File: src/design/lca_pkg.sv
// Shared types and constants for the lowest common ancestor engine.
// Holds the request and response words, memory write enables and sequencer status.
// No dependencies.
package lca_pkg;

	localparam int VTX_W         = 10;
	localparam int MAX_NODES_DEF = 1024;

	typedef enum logic {
		CMD_LOAD  = 1'b0,
		CMD_QUERY = 1'b1
	} cmd_t;

	typedef enum logic {
		RSP_BUILD  = 1'b0,
		RSP_ANSWER = 1'b1
	} kind_t;

	typedef struct packed {
		cmd_t             command;
		logic [VTX_W-1:0] vertex_a;
		logic [VTX_W-1:0] vertex_b;
		logic             last_entry;
	} req_t;

	typedef struct packed {
		kind_t            response_kind;
		logic [VTX_W-1:0] ancestor;
		logic             error;
	} rsp_t;

	typedef struct packed {
		logic order;
		logic head;
	} pm_we_t;

	typedef struct packed {
		logic parent;
		logic pre;
		logic inl;
		logic asc;
	} vm_we_t;

	typedef struct packed {
		logic idle;
		logic res_valid;
	} seq_st_t;

endpackage

File: src/design/lca_seq.sv
// Sequencer: load, three-pass table build and query walk over both memories.
// Accesses are serialized so no read overlaps a pending write. Depends on lca_pkg.
module lca_seq import lca_pkg::*; #(
	parameter int MAX_NODES = MAX_NODES_DEF,
	localparam int AW = $clog2(MAX_NODES),
	localparam int CW = $clog2(MAX_NODES + 1)
) (
	input  logic             clk,
	input  logic             arst_n,
	input  logic             req_valid,
	output logic             req_stall,
	input  req_t             req,
	input  logic             out_free,
	output seq_st_t          st,
	output rsp_t             res,
	output logic [AW-1:0]    pm_raddr,
	input  logic [VTX_W-1:0] pm_rd_order,
	input  logic [VTX_W-1:0] pm_rd_head,
	output pm_we_t           pm_we,
	output logic [AW-1:0]    pm_waddr,
	output logic [VTX_W-1:0] pm_wdata,
	output logic [AW-1:0]    vm_raddr,
	input  logic [VTX_W-1:0] vm_rd_parent,
	input  logic [CW-1:0]    vm_rd_pre,
	input  logic [CW-1:0]    vm_rd_inl,
	input  logic [CW-1:0]    vm_rd_asc,
	output vm_we_t           vm_we,
	output logic [AW-1:0]    vm_waddr,
	output logic [VTX_W-1:0] vm_wd_parent,
	output logic [CW-1:0]    vm_wd_pre,
	output logic [CW-1:0]    vm_wd_inl,
	output logic [CW-1:0]    vm_wd_asc
);

	localparam int QW = (CW > VTX_W) ? CW : VTX_W;
	localparam logic [AW-1:0] WRAP_SLOT = AW'(64'hFFFF_FFFF % 64'(MAX_NODES));

	typedef enum logic [22:0] {
		S_IDLE    = 23'd1 << 0,
		S_COPY    = 23'd1 << 1,
		S_UP_A    = 23'd1 << 2,
		S_UP_V    = 23'd1 << 3,
		S_UP_P    = 23'd1 << 4,
		S_UP_W    = 23'd1 << 5,
		S_DN_R0   = 23'd1 << 6,
		S_DN_ROOT = 23'd1 << 7,
		S_DN_A    = 23'd1 << 8,
		S_DN_V    = 23'd1 << 9,
		S_DN_P    = 23'd1 << 10,
		S_DN_H    = 23'd1 << 11,
		S_DN_W    = 23'd1 << 12,
		S_Q_RV    = 23'd1 << 13,
		S_Q_RU    = 23'd1 << 14,
		S_Q_LAB   = 23'd1 << 15,
		S_Q_J     = 23'd1 << 16,
		S_Q_CV    = 23'd1 << 17,
		S_Q_CU    = 23'd1 << 18,
		S_Q_PX    = 23'd1 << 19,
		S_Q_PY    = 23'd1 << 20,
		S_Q_CMP   = 23'd1 << 21,
		S_RESP    = 23'd1 << 22
	} state_t;

	function automatic logic [AW-1:0] slot_vtx(input logic [VTX_W-1:0] x);
		logic [VTX_W-1:0] r;
		r = x;
		if (MAX_NODES < (1 << VTX_W)) begin
			for (int k = VTX_W - 1; k >= 0; k--) begin
				if ((MAX_NODES << k) < (1 << VTX_W) && int'(r) >= (MAX_NODES << k)) begin
					r = r - VTX_W'(MAX_NODES << k);
				end
			end
		end
		return AW'(r);
	endfunction

	function automatic logic [AW-1:0] slot_dec(input logic [CW-1:0] x);
		logic [CW-1:0] d;
		d = x - CW'(1);
		if (d >= CW'(MAX_NODES)) begin
			d = d - CW'(MAX_NODES);
		end
		return (x == '0) ? WRAP_SLOT : AW'(d);
	endfunction

	function automatic logic [CW-1:0] low_set(input logic [CW-1:0] x);
		return x & (~x + CW'(1));
	endfunction

	function automatic logic [CW-1:0] high_set(input logic [CW-1:0] x);
		logic [CW-1:0] r;
		r = '0;
		for (int k = 0; k < CW; k++) begin
			if (x[k]) begin
				r = CW'(1) << k;
			end
		end
		return r;
	endfunction

	function automatic logic [AW-1:0] climb_idx(input logic [CW-1:0] asc,
			input logic [CW-1:0] pre, input logic [CW-1:0] j);
		logic [CW-1:0] m;
		m = high_set(asc & (j - CW'(1))) - CW'(1);
		return slot_dec((pre & ~m) | (m + CW'(1)));
	endfunction

	state_t           state_q;
	logic             tree_ready_q;
	logic [CW-1:0]    node_count_q;
	logic [CW-1:0]    i_q;
	logic             cp_v_s1;
	logic [AW-1:0]    cp_a_s1;

	logic [VTX_W-1:0] u_q, v_q, par_q, x_q, y_q;
	logic [AW-1:0]    vs_q, ps_q, hidx_q;
	logic [CW-1:0]    lab_v_q, pre_v_q, asc_v_q;
	logic [CW-1:0]    lab_u_q, pre_u_q, asc_u_q;
	logic [CW-1:0]    j_q, hv_q, hu_q, pre_x_q;
	logic             cond_q, dir_v_q, dir_u_q;
	rsp_t             res_q;

	logic             accept;
	logic [CW-1:0]    nc_eff;
	logic             room;
	logic             q_err;
	logic [QW-1:0]    ext_a, ext_b, ext_n;
	logic [AW-1:0]    slot_a, vs_rd, ps_rd;
	logic [CW-1:0]    i_dec, i_inc;
	logic [CW-1:0]    hv_c, hu_c, mm_c, j_c;
	logic [VTX_W-1:0] head_val;

	assign accept  = req_valid && !req_stall;
	assign nc_eff  = tree_ready_q ? '0 : node_count_q;
	assign room    = nc_eff < CW'(MAX_NODES);
	assign ext_a   = QW'(req.vertex_a);
	assign ext_b   = QW'(req.vertex_b);
	assign ext_n   = QW'(node_count_q);
	assign q_err   = !tree_ready_q || ext_a >= ext_n || ext_b >= ext_n;
	assign slot_a  = slot_vtx(req.vertex_a);
	assign vs_rd   = slot_vtx(pm_rd_order);
	assign ps_rd   = slot_vtx(vm_rd_parent);
	assign i_dec   = i_q - CW'(1);
	assign i_inc   = i_q + CW'(1);
	assign hv_c    = low_set(lab_v_q);
	assign hu_c    = low_set(lab_u_q);
	assign mm_c    = high_set((lab_v_q ^ lab_u_q) | hv_c | hu_c) - CW'(1);
	assign j_c     = low_set(asc_v_q & asc_u_q & ~mm_c);
	assign head_val = cond_q ? par_q : pm_rd_head;

	assign req_stall    = (state_q != S_IDLE);
	assign st.idle      = (state_q == S_IDLE);
	assign st.res_valid = (state_q == S_RESP);
	assign res          = res_q;

	always_comb begin
		pm_raddr     = '0;
		pm_we        = '0;
		pm_waddr     = '0;
		pm_wdata     = req.vertex_a;
		vm_raddr     = '0;
		vm_we        = '0;
		vm_waddr     = '0;
		vm_wd_parent = req.vertex_b;
		vm_wd_pre    = nc_eff + CW'(1);
		vm_wd_inl    = vm_rd_pre;
		vm_wd_asc    = '0;
		case (state_q)
			S_IDLE: begin
				if (accept && req.command == CMD_LOAD && room) begin
					pm_we.order  = 1'b1;
					pm_waddr     = nc_eff[AW-1:0];
					vm_we.parent = 1'b1;
					vm_we.pre    = 1'b1;
					vm_waddr     = slot_a;
				end
			end
			S_COPY: begin
				vm_raddr  = i_q[AW-1:0];
				vm_we.inl = cp_v_s1;
				vm_waddr  = cp_a_s1;
			end
			S_UP_A: pm_raddr = i_dec[AW-1:0];
			S_UP_V: vm_raddr = vs_rd;
			S_UP_P: vm_raddr = ps_rd;
			S_UP_W: begin
				vm_we.inl = low_set(vm_rd_inl) < low_set(lab_v_q);
				vm_waddr  = ps_q;
				vm_wd_inl = lab_v_q;
			end
			S_DN_R0: pm_raddr = '0;
			S_DN_ROOT: begin
				pm_we.head = 1'b1;
				pm_waddr   = '0;
				pm_wdata   = pm_rd_order;
				vm_we.asc  = 1'b1;
				vm_waddr   = vs_rd;
				vm_wd_asc  = '0;
			end
			S_DN_A: pm_raddr = i_q[AW-1:0];
			S_DN_V: vm_raddr = vs_rd;
			S_DN_P: vm_raddr = ps_rd;
			S_DN_H: begin
				vm_we.asc = 1'b1;
				vm_waddr  = vs_q;
				vm_wd_asc = vm_rd_asc | low_set(lab_v_q);
				pm_raddr  = slot_dec(vm_rd_pre);
			end
			S_DN_W: begin
				pm_we.head = 1'b1;
				pm_waddr   = hidx_q;
				pm_wdata   = head_val;
			end
			S_Q_RV: vm_raddr = slot_vtx(v_q);
			S_Q_RU: vm_raddr = slot_vtx(u_q);
			S_Q_CV: pm_raddr = climb_idx(asc_v_q, pre_v_q, j_q);
			S_Q_CU: pm_raddr = climb_idx(asc_u_q, pre_u_q, j_q);
			S_Q_PX: vm_raddr = slot_vtx(x_q);
			S_Q_PY: vm_raddr = slot_vtx(y_q);
			default: ;
		endcase
	end

	always_ff @(posedge clk or negedge arst_n) begin
		if (!arst_n) begin
			state_q      <= S_IDLE;
			tree_ready_q <= 1'b0;
			node_count_q <= '0;
			i_q          <= '0;
			cp_v_s1      <= 1'b0;
		end else begin
			case (state_q)
				S_IDLE: begin
					if (accept) begin
						if (req.command == CMD_LOAD) begin
							tree_ready_q <= 1'b0;
							node_count_q <= nc_eff + CW'(room);
							i_q          <= '0;
							cp_v_s1      <= 1'b0;
							if (req.last_entry) begin
								state_q <= S_COPY;
							end
						end else if (q_err) begin
							state_q <= S_RESP;
						end else begin
							state_q <= S_Q_RV;
						end
					end
				end
				S_COPY: begin
					cp_v_s1 <= (i_q < node_count_q);
					if (i_q < node_count_q) begin
						i_q <= i_inc;
					end else if (!cp_v_s1) begin
						state_q <= (node_count_q > CW'(1)) ? S_UP_A : S_DN_R0;
					end
				end
				S_UP_A: state_q <= S_UP_V;
				S_UP_V: state_q <= S_UP_P;
				S_UP_P: state_q <= S_UP_W;
				S_UP_W: begin
					i_q     <= i_dec;
					state_q <= (i_q > CW'(2)) ? S_UP_A : S_DN_R0;
				end
				S_DN_R0: state_q <= S_DN_ROOT;
				S_DN_ROOT: begin
					i_q <= CW'(1);
					if (node_count_q > CW'(1)) begin
						state_q <= S_DN_A;
					end else begin
						tree_ready_q <= 1'b1;
						state_q      <= S_RESP;
					end
				end
				S_DN_A: state_q <= S_DN_V;
				S_DN_V: state_q <= S_DN_P;
				S_DN_P: state_q <= S_DN_H;
				S_DN_H: state_q <= S_DN_W;
				S_DN_W: begin
					i_q <= i_inc;
					if (i_inc < node_count_q) begin
						state_q <= S_DN_A;
					end else begin
						tree_ready_q <= 1'b1;
						state_q      <= S_RESP;
					end
				end
				S_Q_RV:  state_q <= S_Q_RU;
				S_Q_RU:  state_q <= S_Q_LAB;
				S_Q_LAB: state_q <= S_Q_J;
				S_Q_J:   state_q <= S_Q_CV;
				S_Q_CV:  state_q <= S_Q_CU;
				S_Q_CU:  state_q <= S_Q_PX;
				S_Q_PX:  state_q <= S_Q_PY;
				S_Q_PY:  state_q <= S_Q_CMP;
				S_Q_CMP: state_q <= S_RESP;
				S_RESP: begin
					if (out_free) begin
						state_q <= S_IDLE;
					end
				end
				default: state_q <= S_IDLE;
			endcase
		end
	end

	always_ff @(posedge clk) begin
		case (state_q)
			S_IDLE: begin
				u_q <= req.vertex_a;
				v_q <= req.vertex_b;
				if (req.command == CMD_LOAD) begin
					res_q <= '{response_kind: RSP_BUILD, ancestor: '0, error: 1'b0};
				end else begin
					res_q <= '{response_kind: RSP_ANSWER, ancestor: '0, error: 1'b1};
				end
			end
			S_COPY: cp_a_s1 <= i_q[AW-1:0];
			S_UP_V: vs_q <= vs_rd;
			S_UP_P: begin
				lab_v_q <= vm_rd_inl;
				ps_q    <= ps_rd;
			end
			S_DN_V: vs_q <= vs_rd;
			S_DN_P: begin
				par_q   <= vm_rd_parent;
				lab_v_q <= vm_rd_inl;
				pre_v_q <= vm_rd_pre;
			end
			S_DN_H: begin
				cond_q <= (lab_v_q != vm_rd_inl);
				hidx_q <= slot_dec(pre_v_q);
			end
			S_Q_RU: begin
				lab_v_q <= vm_rd_inl;
				pre_v_q <= vm_rd_pre;
				asc_v_q <= vm_rd_asc;
			end
			S_Q_LAB: begin
				lab_u_q <= vm_rd_inl;
				pre_u_q <= vm_rd_pre;
				asc_u_q <= vm_rd_asc;
			end
			S_Q_J: begin
				j_q  <= j_c;
				hv_q <= hv_c;
				hu_q <= hu_c;
			end
			S_Q_CV: dir_v_q <= (j_q == hv_q);
			S_Q_CU: begin
				x_q     <= dir_v_q ? v_q : pm_rd_head;
				dir_u_q <= (j_q == hu_q);
			end
			S_Q_PX: y_q <= dir_u_q ? u_q : pm_rd_head;
			S_Q_PY: pre_x_q <= vm_rd_pre;
			S_Q_CMP: begin
				res_q.error    <= 1'b0;
				res_q.ancestor <= (pre_x_q < vm_rd_pre) ? x_q : y_q;
			end
			default: ;
		endcase
	end

endmodule
File: config.mk
export PLATFORM = sky130hd
export DESIGN_NAME = lca_seq
export DESIGN_NICKNAME = d
export VERILOG_FILES = /design/src/design/lca_pkg.sv /design/src/design/lca_seq.sv
export SDC_FILE = /design/constraint.sdc
export NUM_CORES = 1
export LEC_CHECK = 0
export BUFFER_PORTS_ARGS = -buffer_cell sky130_fd_sc_hd__buf_2
export CORE_MARGIN = 2
export CORE_UTILIZATION = 55
export DETAILED_ROUTE_END_ITERATION = 6
export HOLD_SLACK_MARGIN = 0.05
export PLACE_DENSITY = 0.74
export SYNTH_ARGS = -nofsm -noshare
export SYNTH_HDL_FRONTEND = slang
export SYNTH_SLANG_ARGS = --single-unit
File: constraint.sdc
create_clock -name clk -period 8.2 [get_ports clk]
set_input_delay 1.23 -clock clk [delete_from_list [all_inputs] [get_ports clk]]
set_output_delay 1.23 -clock clk [all_outputs]
set_load 0.05 [all_outputs]
==> Word-level counts from Yosys, hierarchy flattened <==
Cells that the tools add are included.
{ "op_classes": {"add_sub_neg": 22, "n_mul": 0, "div_mod_pow": 0, "magnitude_cmp": 13, "n_eq_ne": 36, "shift": 0, "mux": 87, "bitwise_logic": 24, "n_reduce_logical": 26} }
{ "ops": {"columns": ["cell", "n"], "rows": [
  ["$pmux 23 s23", 1],
  ["$mux 11", 38],
  ["$mux 23", 9],
  ["$mux 10", 13],
  ["$and 11x11->11", 10],
  ["$pmux 10 s5", 2],
  ["$sub 11x1->11 const B", 9],
  ["$add 11x1->11 const B", 8],
  ["$not 11->11", 7],
  ["$pmux 10 s7", 1],
  ["$or 11x11->11", 5],
  ["$pmux 11 s5", 1],
  ["$ge 11x11->1 const B", 4],
  ["$logic_not 11->1", 4],
  ["$lt 11x11->1", 4],
  ["$pmux 10 s2", 2],
  ["$sub 10x1->10 const B", 4],
  ["$eq 23x1->1 const B", 1],
  ["$eq 23x10->1 const B", 1],
  ["$eq 23x11->1 const B", 1],
  ["$eq 23x12->1 const B", 1],
  ["$eq 23x13->1 const B", 1],
  ["$eq 23x14->1 const B", 1],
  ["$eq 23x15->1 const B", 1],
  ["47 further kinds", 79]
]} }
{ "word_totals": {"register_bits": 262, "latch_bits": 0, "ramBits": 0, "mem_bits_ro": 0, "inputBits": 89, "output_inout_bits": 114, "wordCells": 238, "mem_count": 0} }

==> Longest topological paths before layout <==
{ "logic_depth": {"word_depth": 23, "depth_mapped": 21, "ltp_nobuf": 19} }

==> Least setup slack after synthesis <==
OpenSTA, ideal clock, no wires.
{ "synth_path": {"path_type": "reg-to-output", "startpoint": "reg j_q[4]", "endpoint": "out pm_raddr[1]", "arrival_ns": 5.309, "t_required_ns": 6.970, "slack_ns": 1.661, "path_stages_with_launch": 17, "path_cell_list": "edfxtp_1 -> buf_6 -> or4_4 -> nor4_4 -> mux2i_1 -> nand4_4 -> nor3_1 -> nand4_1 -> ha_1 -> or4_4 -> a22o_1 -> mux2i_1 -> or4_4 -> or2_4 -> nor3_4 -> o21ai_1 -> o2111ai_1"} }
{ "synth_via": {"elab_chain_cells": 19, "elab_cells_between_ends": 42, "classes_between": "add/sub (9); order compare (2); mux (21); bitwise (8); reduce/logical (2)"} }
{ "synth_rtl": {"columns": ["element", "line_no", "rtl"], "rows": [
  ["start: declaration", "lca_seq.sv:119", "logic [CW-1:0] j_q, hv_q, hu_q, pre_x_q;"],
  ["start signal: assignment", "lca_seq.sv:345", "j_q <= j_c;"],
  ["$sub 11x1->11 *", "lca_seq.sv:104", "m = high_set(asc & (j - CW'(1))) - CW'(1);"],
  ["branches (longest 17 deep; another with $sub 11x1->11)", null, null],
  ["$pmux 10 s5 *", "lca_seq.sv:168", "case (state_q)"],
  ["end: declaration", "lca_seq.sv:16", "output logic [AW-1:0] pm_raddr,"]
]} }
Mark *: on every way between the ends. The select of a mux whose other input is x is not followed.

==> Worst setup path after layout <==
{ "layout_path": {"startpoint": "reg j_q[0]", "endpoint": "out pm_raddr[6]"} }
{ "layout_via": {"elab_chain_cells": 23, "elab_cells_between_ends": 50, "classes_between": "add/sub (9); order compare (2); mux (29); bitwise (8); reduce/logical (2)"} }
{ "layout_rtl": {"columns": ["element", "line_no"], "rows": [
  ["$sub 11x1->11 *", "lca_seq.sv:104"],
  ["branches (longest 21 deep; another with $and 11x11->11)", null],
  ["$pmux 10 s5 *", "lca_seq.sv:168"]
]} }
Marks and branches as above.

==> flow_summary_export.csv <==
group,metric,value,unit
die,rows,63,
sta,maxSlewViolCount,0,
clock_tree,ctsRootBufferMaster,"clkbuf_16",
worst_setup_path,rr_startpoint,"state_q[19]",
worst_setup_path,r2r_setup_slack,3.37,ns
run,max-cap-violations,0,
route,vias_per_cell,6.54,
grt,grt_pass1_vias,13500,
grt,grt_pass1_wl,81500,microns
worst_setup_path,crit_type,"flip-flop to primary output",
worst_setup_path,rr_worst_depth,12,
die,die_h,177,microns
grt,grt.overflow.total,0,
worst_setup_path,critical_path_buf_inv_count,3,
clock_tree,cts.sinks,261,
yosys,synth_ff_type,"edfxtp_1",
sta,fin_crit_sh,94.7,%
finish,final_nets,1972,
finish,final_cell_mix,"214 x edfxtp_1, 202 x buf_2, 160 x nand2_1, 117 x nor2_1, 80 x o21ai_0",
worst_setup_path,cp_slowest_stage_delay,0.58,ns
sta,final.hold.worst_slack,0.507,ns
route,firstDrtPassIters,7,
clock_tree,cts_buffers,30,
place,finalWeightedCongestion,0.949,
yosys,syn_inst,1640,
yosys,syn-cell-area,0.0165,sq mm
die,initial_core_util,55.8,%
die,ios,203,
clock_tree,clk_latency,0.58,ns
route,routed-via-count,14500,
place,port_buffers,202,
grt,antenna_found_initial,2,
yosys,synth_cell_types,85,
power_and_ir_drop,p_leak,0.00761,uW
outcome,status,"finished, final reports clean",
route,initialDrtViolationCount,1784,
route,postRouteAntennaNets,0,
die,die_area,0.0314,sq mm
yosys,synth_nets,1808,
sta,tns,0,ns
sta,fin_crit,7.76,ns
worst_setup_path,cpMaxStageDelayCell,"or4_4",
worst_setup_path,crit_fanout,14,
worst_setup_path,arrival,6.53,ns
route,avgRoutedWirePerCell,24.3,microns
clock_tree,clkTransAtPathRegs,0.06,ns
yosys,synth_edf_count,214,
finish,drive_above_1_share,18.8,%
clock_tree,clockBufferDepth,3,
yosys,synthArstFlopShare,18.0,%
grt,grt_max_degree,48,
worst_setup_path,path_cells,"inv_1, ha_1, inv_1, nor4_4, mux2i_2, nand4_4, nor3_1, nand4_1, ha_2, or4_4, a22o_1, mux2i_1, or4_4, or2_4, nor3_4, o21ai_1, o2111ai_2, buf_2",
die,core_area,0.0296,sq mm
route,drt-total-wl,54000,microns
clock_tree,cts_setup_buffers,0,
hold_path,holdPathStages,1,
sta,skew,0.0188,ns
worst_setup_path,worstSetupEndpointType,"primary output",
sta,tightest_slew,1.08,ns
worst_setup_path,worst_ep_required_time,6.97,ns
yosys,yosysSeqAreaShare,46.1,%
worst_setup_path,cp-start-kind,"flip-flop",
finish,final_core_util,63.4,%
yosys,yosys_warnings,0,
sta,setup_viol,0,
sta,rsz0062_at_grt,"false",
sta,slew_headroom,28.2,%
finish,area_growth,13.7,%
clock_tree,cts_tree,"yes",
finish,final_common_cell,"edfxtp_1",
hold_path,hp-class,"flip-flop to flip-flop",
worst_setup_path,regToRegEndpoint,"i_q[5]",
power_and_ir_drop,ir_drop,0.296,mV
place,hpwlAfterDp,41200,microns
grt,grt.total_usage,34.3,%
clock_tree,htreeDepth,1,
yosys,synth_area_per_cell,10.1,sq um
hold_path,hold_end,"state_q[10]",
yosys,synth_seq_cells,261,
die,die_x,177,microns
hold_path,worstHoldStart,"state_q[11]",
sta,fmax,129,MHz
worst_setup_path,critPathTopFamily,"simple AND/OR/NAND/NOR gates",
power_and_ir_drop,powerDensity,217,mW/mm^2
sta,finalHoldViolCount,0,
route,drc_errors,0,
[routing by layer]
metal	vias to the layer above	part of all wire, %	global-route usage (%)
li1	6529	-	-
met1	7010	42	52.8
met2	906	42	48.8
met3	88	13	8.10
met4	0	2.0	7.30
met5	-	0	0
[what timing repair did]
item	in CTS	in global routing
setup endpoints to repair	0	8
gates resized for setup	0	3
hold buffers	0	0
[sequential cells by signal, indices dropped and copies added, names as in the netlist, 11 cells and up]
signal   flops
hv_q        11
asc_v_q     11
asc_u_q     11
ext_n       11
pre_x_q     11
lab_v_q     11
hu_q        11
res         12
i_q         11
pre_v_q     11
j_q         11
lab_u_q     11
state_q     23
[Yosys cell counts, drive strengths merged (16+ instances only)]
master	instances	area share [%]
nor2	117	2.7
nor4	26	1.3
xor2	23	1.2
edfxtp	214	39
nand2b	21	0.80
clkbuf	67	1.5
xnor2	56	3.0
nand2	160	3.6
mux2i	36	2.2
nand3	62	1.9
ha	79	6.0
and2	16	0.61
a21o	16	0.73
nor2b	19	0.72
o21a	27	1.2
o31ai	19	0.86
nor3b	32	1.5
nand4	42	1.7
or3	31	1.2
nor3	54	1.7
a22oi	20	0.91
dfrtp	46	7.0
buf	24	0.90
inv	67	1.5
o21ai	90	2.7
mux2	33	2.3
a222oi	20	1.2
a21oi	46	1.4
o211ai	18	0.82
[worst max path at each step]
stage | slack (ns) | to | cells after the start | startpoint
6_report | 0.44 | pm_raddr[6] | 18 | j_q[0]
5_1_grt | 0.06 | pm_raddr[8] | 16 | j_q[0]
4_1_cts | 0.25 | pm_raddr[6] | 18 | j_q[0]
3_5_place_dp | 0.88 | pm_raddr[6] | 18 | j_q[0]
3_3_place_gp | 1.04 | pm_raddr[6] | 18 | j_q[0]
2_1_floorplan | 1.66 | pm_raddr[1] | 16 | j_q[4]
[logic make-up (layout without fill, tap and decap cells)]
logic type / Yosys count / after routing / share of synthesized area [%]
AND/OR/NAND/NOR: 645 / 645 / 20.8
multiplexers: 69 / 69 / 4.48
XOR/XNOR: 79 / 79 / 4.20
adder cells (fa/ha/maj): 79 / 79 / 5.99
AO/OA/AOI/OAI: 347 / 347 / 14.5
other: 0 / 3 / 0
buffers and inverters: 160 / 348 / 3.99
flip-flops: 261 / 261 / 46.1
[where the power goes]
group / switching [uW] / leakage [uW] / internal (uW) / total, uW
Clock: 568 / 0.000466 / 728 / 1300
Combinational: 780 / 0.00459 / 289 / 1070
Sequential: 129 / 0.00256 / 1580 / 1710
[through the flow]
step	area (sq um)	cells	setup WS, ns	power [uW]
floorplan	16500	1640	1.66	2440
global placement	17800	2162	1.04	2760
detailed placement	17800	2162	0.875	2780
CTS	18700	2218	0.250	4060
global route	18700	2219	0.0566	4220
finish	18800	2221	0.435	4070
[final cells by class]
cell class                      instances  area, sq um
Multi-Input combinational cell       1219         8280
Inverter                               69          259
Clock inverter                         17          140
Tap cell                              390          488
Clock buffer                           39          805
Timing Repair Buffer                  223         1170
Sequential cell                       261         7600
Antenna cell                            3         7.51
Fill cell                            2442        10800
Note: power is estimated with default switching activity, not from simulation.
